==> src/rtl/core/row_box_filter_full_unit_macros.svh <==
// Assertion macros used by the row box filter top level.
`ifndef ROW_BOX_FILTER_FULL_UNIT_MACROS_SVH
`define ROW_BOX_FILTER_FULL_UNIT_MACROS_SVH

// same-cycle implication, sampled on clk, off during rst
`define RBF_ASSERT_IMP(lbl, ante, cons) \
  lbl: assert property (@(posedge clk) disable iff (rst) (ante) |-> (cons)) \
    else $error("row box filter: same-cycle check failed");

// next-cycle implication
`define RBF_ASSERT_NXT(lbl, ante, cons) \
  lbl: assert property (@(posedge clk) disable iff (rst) (ante) |=> (cons)) \
    else $error("row box filter: next-cycle check failed");

`endif

==> src/rtl/core/rbf_pkg.sv <==
// Shared widths and constants for the row box filter.
`default_nettype none
package rbf_pkg;
  localparam int SAMPLE_W = 16;
  localparam int SUM_W    = 23;
  localparam int WL_W     = 6;
  localparam int MAG_W    = 21;
  localparam int RECIP_K  = 27;
  localparam int RECIP_W  = RECIP_K + 1;
  localparam int PROD_W   = MAG_W + RECIP_W;
  localparam int RCNT_W   = $clog2(RECIP_K);
endpackage
`default_nettype wire

==> src/rtl/core/rbf_recip.sv <==
// Serial reciprocal unit: recip = ceil(2^K / divisor), one quotient bit per cycle.
`default_nettype none
module rbf_recip (
  input  wire logic                          clk,
  input  wire logic                          rst,
  input  wire logic                          start,
  input  wire logic [rbf_pkg::WL_W-1:0]      divisor,
  output logic                               busy,
  output logic [rbf_pkg::RECIP_W-1:0]        recip
);
  logic [rbf_pkg::RCNT_W-1:0]   cnt;
  logic [rbf_pkg::WL_W:0]       rem;
  logic [rbf_pkg::RECIP_K-1:0]  quot;
  logic [rbf_pkg::WL_W:0]       trial;
  logic                         qbit;
  logic [rbf_pkg::WL_W:0]       rem_next;
  logic [rbf_pkg::RECIP_K-1:0]  quot_next;

  // dividend is 2^K - 1, so every shifted-in bit is a one
  always_comb begin
    trial     = {rem[rbf_pkg::WL_W-1:0], 1'b1};
    qbit      = (trial >= {1'b0, divisor});
    rem_next  = qbit ? (trial - {1'b0, divisor}) : trial;
    quot_next = {quot[rbf_pkg::RECIP_K-2:0], qbit};
  end

  always_ff @(posedge clk) begin
    if (rst || start) begin
      busy <= 1'b1;
      cnt  <= '0;
      rem  <= '0;
    end else if (busy) begin
      rem  <= rem_next;
      quot <= quot_next;
      cnt  <= cnt + 1'b1;
      if (cnt == rbf_pkg::RCNT_W'(rbf_pkg::RECIP_K - 1)) begin
        busy  <= 1'b0;
        recip <= {1'b0, quot_next} + 1'b1;
      end
    end
  end
endmodule
`default_nettype wire

==> src/rtl/core/row_box_filter_full_unit.sv <==
// Top level: full-convolution box filter along one image row.
//
//  channel | signals                      | payload
//  --------+------------------------------+------------------------------------
//  cfg     | cfg_valid cfg_ready cfg_data | window_length [5:0]
//  input   | s_tvalid s_tready            | s_tdata sample [15:0], s_tlast last
//  output  | m_tvalid m_tready            | m_tdata average [15:0], m_tlast done
//
//  One sample request at a time: accept, delay line read, sum update, reciprocal
//  multiply, sign fix; the average is offered in S_OUT after S_SUM, S_MUL and S_FIX.
//  A last sample is followed by n-1 drain outputs (n is window_length clamped to
//  1..MAX_WINDOW), each passing S_SUM, S_MUL, S_FIX again and held by any output
//  stall. After reset and after each cfg write the reciprocal unit runs with both
//  ready signals low. Row state clears on the row's final output and on a cfg write.
`default_nettype none
module row_box_filter_full_unit #(
  parameter int MAX_WINDOW = 63
) (
  input  wire logic                           clk,
  input  wire logic                           rst,
  input  wire logic                           cfg_valid,
  output logic                                cfg_ready,
  input  wire logic [rbf_pkg::WL_W-1:0]       cfg_data,  // [5:0] window_length
  input  wire logic                           s_tvalid,
  output logic                                s_tready,
  input  wire logic [rbf_pkg::SAMPLE_W-1:0]   s_tdata,   // [15:0] sample
  input  wire logic                           s_tlast,
  output logic                                m_tvalid,
  input  wire logic                           m_tready,
  output logic [rbf_pkg::SAMPLE_W-1:0]        m_tdata,   // [15:0] average
  output logic                                m_tlast
);
`include "row_box_filter_full_unit_macros.svh"

  localparam int AW = (MAX_WINDOW > 1) ? $clog2(MAX_WINDOW) : 1;
  localparam logic [rbf_pkg::WL_W-1:0] MAX_N = rbf_pkg::WL_W'(MAX_WINDOW);

  typedef enum logic [4:0] {
    S_IDLE = 5'b00001,
    S_SUM  = 5'b00010,
    S_MUL  = 5'b00100,
    S_FIX  = 5'b01000,
    S_OUT  = 5'b10000
  } state_t;

  state_t                                 state;
  logic [rbf_pkg::WL_W-1:0]               window_length;
  logic [AW-1:0]                          pos;
  logic [MAX_WINDOW-1:0]                  valid_bits;
  logic signed [rbf_pkg::SUM_W-1:0]       window_sum;
  logic signed [rbf_pkg::SAMPLE_W-1:0]    cur_val;
  logic signed [rbf_pkg::SAMPLE_W-1:0]    rd_data;
  logic                                   old_ok;
  logic                                   last_flag;
  logic [rbf_pkg::WL_W-1:0]               drain_left;
  logic [rbf_pkg::PROD_W-1:0]             prod;
  logic                                   sum_neg;
  logic [rbf_pkg::SAMPLE_W-1:0]           average;
  logic [rbf_pkg::SAMPLE_W-1:0]           mem [MAX_WINDOW];

  logic [rbf_pkg::WL_W-1:0]               n;
  logic [rbf_pkg::WL_W-1:0]               p1;
  logic [AW-1:0]                          pos_next;
  logic signed [rbf_pkg::SUM_W-1:0]       old_term;
  logic signed [rbf_pkg::SUM_W-1:0]       sum_next;
  logic [rbf_pkg::SUM_W-1:0]              mag;
  logic [rbf_pkg::SAMPLE_W-1:0]           quo;
  logic                                   recip_busy;
  logic [rbf_pkg::RECIP_W-1:0]            recip;
  logic                                   cfg_fire;
  logic                                   in_fire;
  logic                                   out_fire;
  logic                                   drain_more;
  logic                                   rd_en;

  rbf_recip u_recip (
    .clk     (clk),
    .rst     (rst),
    .start   (cfg_fire),
    .divisor (n),
    .busy    (recip_busy),
    .recip   (recip)
  );

  always_comb begin
    if (window_length == '0) n = rbf_pkg::WL_W'(1);
    else if (window_length > MAX_N) n = MAX_N;
    else n = window_length;
    p1       = rbf_pkg::WL_W'(pos) + 1'b1;
    pos_next = (p1 >= n) ? '0 : AW'(p1);
    old_term = old_ok ? rbf_pkg::SUM_W'(rd_data) : '0;
    sum_next = window_sum + rbf_pkg::SUM_W'(cur_val) - old_term;
    mag      = sum_neg ? (-window_sum) : window_sum;
    quo      = prod[rbf_pkg::RECIP_K +: rbf_pkg::SAMPLE_W];
  end

  assign cfg_ready  = (state == S_IDLE) && !recip_busy;
  assign s_tready   = (state == S_IDLE) && !recip_busy && !cfg_valid;
  assign m_tvalid   = (state == S_OUT);
  assign m_tdata    = average;
  assign m_tlast    = last_flag && (drain_left == '0);
  assign cfg_fire   = cfg_valid && cfg_ready;
  assign in_fire    = s_tvalid && s_tready;
  assign out_fire   = m_tvalid && m_tready;
  assign drain_more = last_flag && (drain_left != '0);
  assign rd_en      = in_fire || (out_fire && drain_more);

  // delay line memory, registered read
  always_ff @(posedge clk) begin
    if (rd_en) begin
      rd_data <= mem[pos];
      old_ok  <= valid_bits[pos];
    end
    if (state == S_SUM) mem[pos] <= cur_val;
  end

  always_ff @(posedge clk) begin
    if (rst) begin
      state         <= S_IDLE;
      window_length <= rbf_pkg::WL_W'(1);
      pos           <= '0;
      valid_bits    <= '0;
      window_sum    <= '0;
      last_flag     <= 1'b0;
      drain_left    <= '0;
    end else begin
      case (state)
        S_IDLE: begin
          if (cfg_fire) begin
            window_length <= cfg_data;
            pos           <= '0;
            valid_bits    <= '0;
            window_sum    <= '0;
          end else if (in_fire) begin
            cur_val    <= s_tdata;
            last_flag  <= s_tlast;
            drain_left <= s_tlast ? (n - 1'b1) : '0;
            state      <= S_SUM;
          end
        end
        S_SUM: begin
          window_sum      <= sum_next;
          sum_neg         <= sum_next[rbf_pkg::SUM_W-1];
          valid_bits[pos] <= 1'b1;
          pos             <= pos_next;
          state           <= S_MUL;
        end
        S_MUL: begin
          prod  <= rbf_pkg::PROD_W'(mag[rbf_pkg::MAG_W-1:0]) * rbf_pkg::PROD_W'(recip);
          state <= S_FIX;
        end
        S_FIX: begin
          average <= sum_neg ? (-quo) : quo;
          state   <= S_OUT;
        end
        S_OUT: begin
          if (out_fire) begin
            if (drain_more) begin
              cur_val    <= '0;
              drain_left <= drain_left - 1'b1;
              state      <= S_SUM;
            end else begin
              if (last_flag) begin
                pos        <= '0;
                valid_bits <= '0;
                window_sum <= '0;
              end
              last_flag <= 1'b0;
              state     <= S_IDLE;
            end
          end
        end
        default: state <= S_IDLE;
      endcase
    end
  end

  `RBF_ASSERT_IMP(a_one_side, s_tready, !m_tvalid && !recip_busy)
  `RBF_ASSERT_NXT(a_row_clear, out_fire && m_tlast, (window_sum == '0) && (pos == '0))
  `RBF_ASSERT_IMP(a_pos_range, state == S_IDLE, rbf_pkg::WL_W'(pos) < n)
  `RBF_ASSERT_IMP(a_drain_range, state == S_OUT, drain_left < n)
  `RBF_ASSERT_NXT(a_cfg_busy, cfg_fire, recip_busy && !s_tready)

endmodule
`default_nettype wire
==> config.mk <==
export PLATFORM = sky130hd
export DESIGN_NAME = row_box_filter_full_unit
export DESIGN_NICKNAME = d
export VERILOG_FILES = /design/src/rtl/core/rbf_pkg.sv /design/src/rtl/core/rbf_recip.sv /design/src/rtl/core/row_box_filter_full_unit.sv
export VERILOG_INCLUDE_DIRS = /design/src /design/src/rtl/core
export SDC_FILE = /design/constraint.sdc
export NUM_CORES = 2
export LEC_CHECK = 0
export BUFFER_PORTS_ARGS = -buffer_cell sky130_fd_sc_hd__buf_2
export CORE_MARGIN = 8
export CORE_UTILIZATION = 40
export DETAILED_ROUTE_END_ITERATION = 10
export PLACE_DENSITY = 0.66
export SLEW_MARGIN = 20
export SYNTH_ARGS = -nofsm -noshare
export SYNTH_HDL_FRONTEND = slang
export SYNTH_SLANG_ARGS = --single-unit
==> constraint.sdc <==
create_clock -name clk -period 25.5 [get_ports clk]
set_clock_uncertainty 0.15 [all_clocks]
set_input_delay 6.375 -clock clk [delete_from_list [all_inputs] [get_ports clk]]
set_output_delay 6.375 -clock clk [all_outputs]
set_load 0.01 [all_outputs]
==> results by stage <==
Power and ir drop:
- Dividing total power by cell area gives a power density of 54.24 nW/um^2.
- IR analysis of the VDD net gives a maximum drop of 0.06408 mV.
- In this run the static leakage power is 26.97 nW.

Die:
- The floorplan die height is 420.6 um.
- After floorplanning, the core was sized to cover 162,600 sq um.
- The die covers 176,900 sq um.
- In this run the count of I/O pins placed on the die edge is 48.
- After floorplanning, the core was divided into 148 placement rows.
- The die is 420.6 um wide.
- For this configuration, the core starts out at a cell density of 0.4027.

Critical path:
- The critical path is of the primary input to primary output type.
- The register-to-register path setup slack is 16.04 ns.
- The end of the worst register-to-register path is prod[42].
- The signal on the critical path passes through buf_2, nor3_1, buf_2.
- The maximum fanout along the worst path is 8.
- STA puts the critical path data arrival time at 6.91 ns.
- The worst setup path is captured at a primary output.
- STA classifies the critical path startpoint as a primary input.
- The slowest stage of the critical path is the sky130_fd_sc_hd__nor3_1 cell.
- Counting cells, the worst reg-to-reg path comes to 29.
- The peak per-stage delay on the critical path is 0.21 ns.
- The critical path required time is 18.98 ns.
- The worst register-to-register path begins at window_sum[0].
- The cell repeated most along the worst path is sky130_fd_sc_hd__buf_2.

Hold path:
- The worst min-delay path endpoint is window_sum[21].
- Counting instances, the worst hold path has a depth of 2.
- The class of the worst hold path is flop to flop.
- The startpoint identified for the worst hold timing path is window_sum[21].

STA:
- Dividing the final minimum period by the clock period gives 0.5268.
- The shortest clock period the worst path allows after layout is 13.43 ns.
- In this run the tightest slew margin relative to its limit is 0.1799.
- The final-report setup violation count is 0.
- The transition time of the tightest slew-check pin is 1.226 ns.
- Timing would allow up to 74.45 MHz.
- Setup repair after global routing left no endpoint under its margin.
- The count of final max-slew check failures was 0.
- The worst hold slack after final layout is 0.3120 ns.
- The final total negative setup slack is 0 ns.
- The total count of hold-check failures in the final report came to 0.

Placed design:
- The wire-length estimate of the detail-placed layout is 106,400 um.
- The number of port buffers is 47.
- Including well taps, the total number of placed cells is 7,178.
- Routability-driven placement finished with a final weighted congestion of 0.8687.

Clock network:
- Clock tree synthesis found a total of 1,250 sinks.
- Clock tree synthesis inserted a total of 120 buffers.
- The library cell used as clock root buffer is sky130_fd_sc_hd__clkbuf_16.
- After clock tree synthesis, the flow added hold-fix buffers numbering 0.
- Buffers added to address setup during post-CTS repair amount to 0.
- The TritonCTS clock tree is yes.
- Clock-pin slew was measured on the worst setup and hold paths at 0.06 ns.
- The clock latency at the later pin of the worst-skew pair is 0.74 ns.
- The H-tree was split into 3 levels.
- In this run the deepest clock path goes through 3 buffers.
- The count of instances resized after the clock tree is built is 0.

Flow run:
- The tool flagged a number of max-cap violations equal to 0.

Detailed routing:
- In this run the remaining antenna-violating nets after routing total 0.
- For this run, the detailed router's first-pass iteration total came to 6.
- The DRC violation total after the first TritonRoute iteration is 4,533.
- Dividing the detail-routed wire length by the instance count gives 23.69 um.
- After detailed routing, the number of remaining DRC violations is 0.
- Dividing the detail-routed via count by the number of cells gives 5.632.
- After detailed routing, the total wire length is 175,500 um.
- The routed layout has 41,720 vias.

Logic synthesis:
- In the synthesized netlist the dominant register cell turns out to be sky130_fd_sc_hd__edfxtp_1.
- A synthesized cell averages 12.89 sq um.
- For this run, the number of Yosys warnings is 0.
- The sequential share of the synthesized area is 0.5547.
- Yosys mapped a number of flops with a built-in enable equal to 1,128.
- Counting every instance in the synthesized netlist gives 5,078.
- The distinct cell type count of the synthesized netlist is 69.
- In this run the cell area of the synthesized design comes to 65,470 sq um.
- The synthesized flop and latch total is 1,250.
- The net count of the mapped netlist is 5,770.
- The fraction of synthesis flops using an asynchronous set or reset pin is 0.

GRT:
- The first global-routing pass estimated 265,100 um of wire.
- The total global-route track usage is 0.1957.
- The via count of the first global-routing pass is 43,120.
- The number of antenna violations at the first check in global routing is 6.
- For this run the aggregate overflow at the end of global routing stands at 0.
- The maximum number of pins on one net before global-route repair is 124.

Outcome:
- The flow ran to the end, and the final reports show no timing, DRC or antenna violations.

Cells and area:
- Excluding fillers, the count of instances in the completed layout stands at 7,407.
- The final layout contains 5,819 nets.
- Counting the fill cells in the layout gives 14,570.
- The repair_antennas step left the layout with diodes totalling 0.
- The share of post-route cells with drive strength above 1 is 0.08601.
- From synthesis to final layout, the design area changed by 11.15%.
- Measured on the finished design, the core utilization comes to 0.4476.
==> sequential cells by signal (all words and copies together), names as in the netlist, 16 cells and up <==
name / count
valid_bits: 63
u_recip.quot: 26
cur_val: 16
u_recip.recip: 28
prod: 16
window_sum: 23
rd_data: 16
m_tdata: 16
mem: 1008
==> layout by cell type, fill, tap and decap left out, types with 10 or more instances in the layout <==
| cell | instances |
|---|---|
| sky130_fd_sc_hd__nand4_1 | 40 |
| sky130_fd_sc_hd__a31oi_1 | 88 |
| sky130_fd_sc_hd__a221oi_1 | 126 |
| sky130_fd_sc_hd__buf_2 | 47 |
| sky130_fd_sc_hd__a211oi_1 | 10 |
| sky130_fd_sc_hd__mux2i_1 | 19 |
| sky130_fd_sc_hd__clkbuf_1 | 26 |
| sky130_fd_sc_hd__nor4_1 | 23 |
| sky130_fd_sc_hd__o31ai_1 | 11 |
| sky130_fd_sc_hd__nand2b_1 | 17 |
| sky130_fd_sc_hd__o21a_1 | 10 |
| sky130_fd_sc_hd__o21ai_0 | 78 |
| sky130_fd_sc_hd__ha_1 | 164 |
| sky130_fd_sc_hd__edfxtp_1 | 1128 |
| sky130_fd_sc_hd__a22o_1 | 105 |
| sky130_fd_sc_hd__clkinvlp_4 | 13 |
| sky130_fd_sc_hd__a21oi_1 | 146 |
| sky130_fd_sc_hd__dfxtp_1 | 119 |
| sky130_fd_sc_hd__buf_4 | 153 |
| sky130_fd_sc_hd__clkinv_2 | 19 |
| sky130_fd_sc_hd__nand2_1 | 490 |
| sky130_fd_sc_hd__xor2_1 | 34 |
| sky130_fd_sc_hd__mux2_2 | 20 |
| sky130_fd_sc_hd__nor3_1 | 21 |
| sky130_fd_sc_hd__nor2_1 | 225 |
| sky130_fd_sc_hd__fa_1 | 500 |
| sky130_fd_sc_hd__and2_1 | 234 |
| sky130_fd_sc_hd__a21o_1 | 22 |
| sky130_fd_sc_hd__a22oi_1 | 278 |
| sky130_fd_sc_hd__xnor2_2 | 13 |
| sky130_fd_sc_hd__xnor2_1 | 64 |
| sky130_fd_sc_hd__nand3_1 | 38 |
| sky130_fd_sc_hd__inv_1 | 623 |
| sky130_fd_sc_hd__and3_1 | 14 |
| sky130_fd_sc_hd__clkbuf_16 | 120 |
| sky130_fd_sc_hd__clkinv_1 | 31 |
| sky130_fd_sc_hd__o211ai_1 | 12 |
==> cells in the mapped netlist (7+ instances only) <==
master,n,area [sq um]
sky130_fd_sc_hd__a211oi_1,11,82.58
sky130_fd_sc_hd__a21o_1,22,165.2
sky130_fd_sc_hd__a21oi_1,147,735.7
sky130_fd_sc_hd__a221oi_1,126,1104
sky130_fd_sc_hd__a22o_1,105,919.6
sky130_fd_sc_hd__a22oi_1,278,2087
sky130_fd_sc_hd__a31oi_1,88,550.5
sky130_fd_sc_hd__and2_1,234,1464
sky130_fd_sc_hd__and3_1,14,87.58
sky130_fd_sc_hd__buf_1,40,150.1
sky130_fd_sc_hd__clkbuf_1,236,885.9
sky130_fd_sc_hd__dfxtp_1,122,2442
sky130_fd_sc_hd__edfxtp_1,1128,33870
sky130_fd_sc_hd__fa_1,500,10010
sky130_fd_sc_hd__ha_1,164,2052
sky130_fd_sc_hd__inv_1,623,2338
sky130_fd_sc_hd__mux2_2,20,225.2
sky130_fd_sc_hd__mux2i_1,19,190.2
sky130_fd_sc_hd__nand2_1,490,1839
sky130_fd_sc_hd__nand2b_1,17,106.4
sky130_fd_sc_hd__nand3_1,38,190.2
sky130_fd_sc_hd__nand4_1,40,250.2
sky130_fd_sc_hd__nor2_1,229,859.6
sky130_fd_sc_hd__nor2b_1,10,62.56
sky130_fd_sc_hd__nor3_1,28,140.1
sky130_fd_sc_hd__nor4_1,24,150.1
sky130_fd_sc_hd__o211ai_1,12,90.09
sky130_fd_sc_hd__o21a_1,10,75.07
sky130_fd_sc_hd__o21ai_0,78,390.4
sky130_fd_sc_hd__o31ai_1,12,90.09
sky130_fd_sc_hd__or3_1,7,43.79
sky130_fd_sc_hd__xnor2_1,83,727.0
sky130_fd_sc_hd__xor2_1,34,297.8
==> cell type report <==
type / instances / area [sq um] / share of cell area
Sequential cell: 1250 / 36320 / 0.4991
Multi-Input combinational cell: 2923 / 26060 / 0.3581
Clock buffer: 149 / 3142 / 0.04317
Tap cell: 2175 / 2721 / 0.03740
Inverter: 625 / 2346 / 0.03224
Timing Repair Buffer: 207 / 1526 / 0.02098
Clock inverter: 78 / 654.4 / 0.008993
==> how the worst max path moves through the flow <==
stage	from	end	slack [ns]	cells after the start
6_report	cfg_valid	s_tready	12.07	3
5_1_grt	cfg_valid	s_tready	11.99	3
4_1_cts	cfg_valid	s_tready	12.07	3
3_5_place_dp	cfg_valid	s_tready	12.07	3
3_3_place_gp	cfg_valid	s_tready	12.02	3
2_1_floorplan	cfg_valid	s_tready	12.11	2
==> through the flow <==
stage,cell area (sq um),worst slack (ns),power (mW)
finish,72770,12.07,3.947
global route,72770,11.99,4.044
CTS,72720,12.07,3.966
detailed placement,68920,12.07,2.276
global placement,68920,12.02,2.276
floorplan,65470,12.11,2.266
==> worst max-delay path, delay by kind of cell <==
family                 cells  cell delay (ns)
buffers and inverters      2             0.32
and+or+nand+nor            1             0.21
==> layer usage <==
layer	track usage	vias up	share of wire	wire, um
met1	0.2552	21360	0.39	68830
met3	0.03130	392	0.085	15000
met2	0.3309	1961	0.48	84700
li1	-	18010	-	-
met4	0.07188	0	0.040	6953
met5	0	-	0	0
==> power breakdown <==
part	total [mW]	leakage, nW	switching [mW]	internal [mW]
Sequential	2.21	11.1	0.00308	2.20
Clock	1.71	1.81	0.768	0.946
Combinational	0.0267	14.0	0.0181	0.00859
Total	3.95	27.0	0.789	3.16
==> logic make-up after synthesis <==
kind of cell | count (synthesis) | synth area share
AOI/OAI and AO/OA | 945 | 0.1035
xor gates and xnor gates | 117 | 0.01565
adders and majority gates | 664 | 0.1842
buffers and inverters | 905 | 0.05206
DFF | 1250 | 0.5547
muxes | 44 | 0.007950
and+or+nand+nor | 1153 | 0.08189
(Power assumes the default switching activity.)
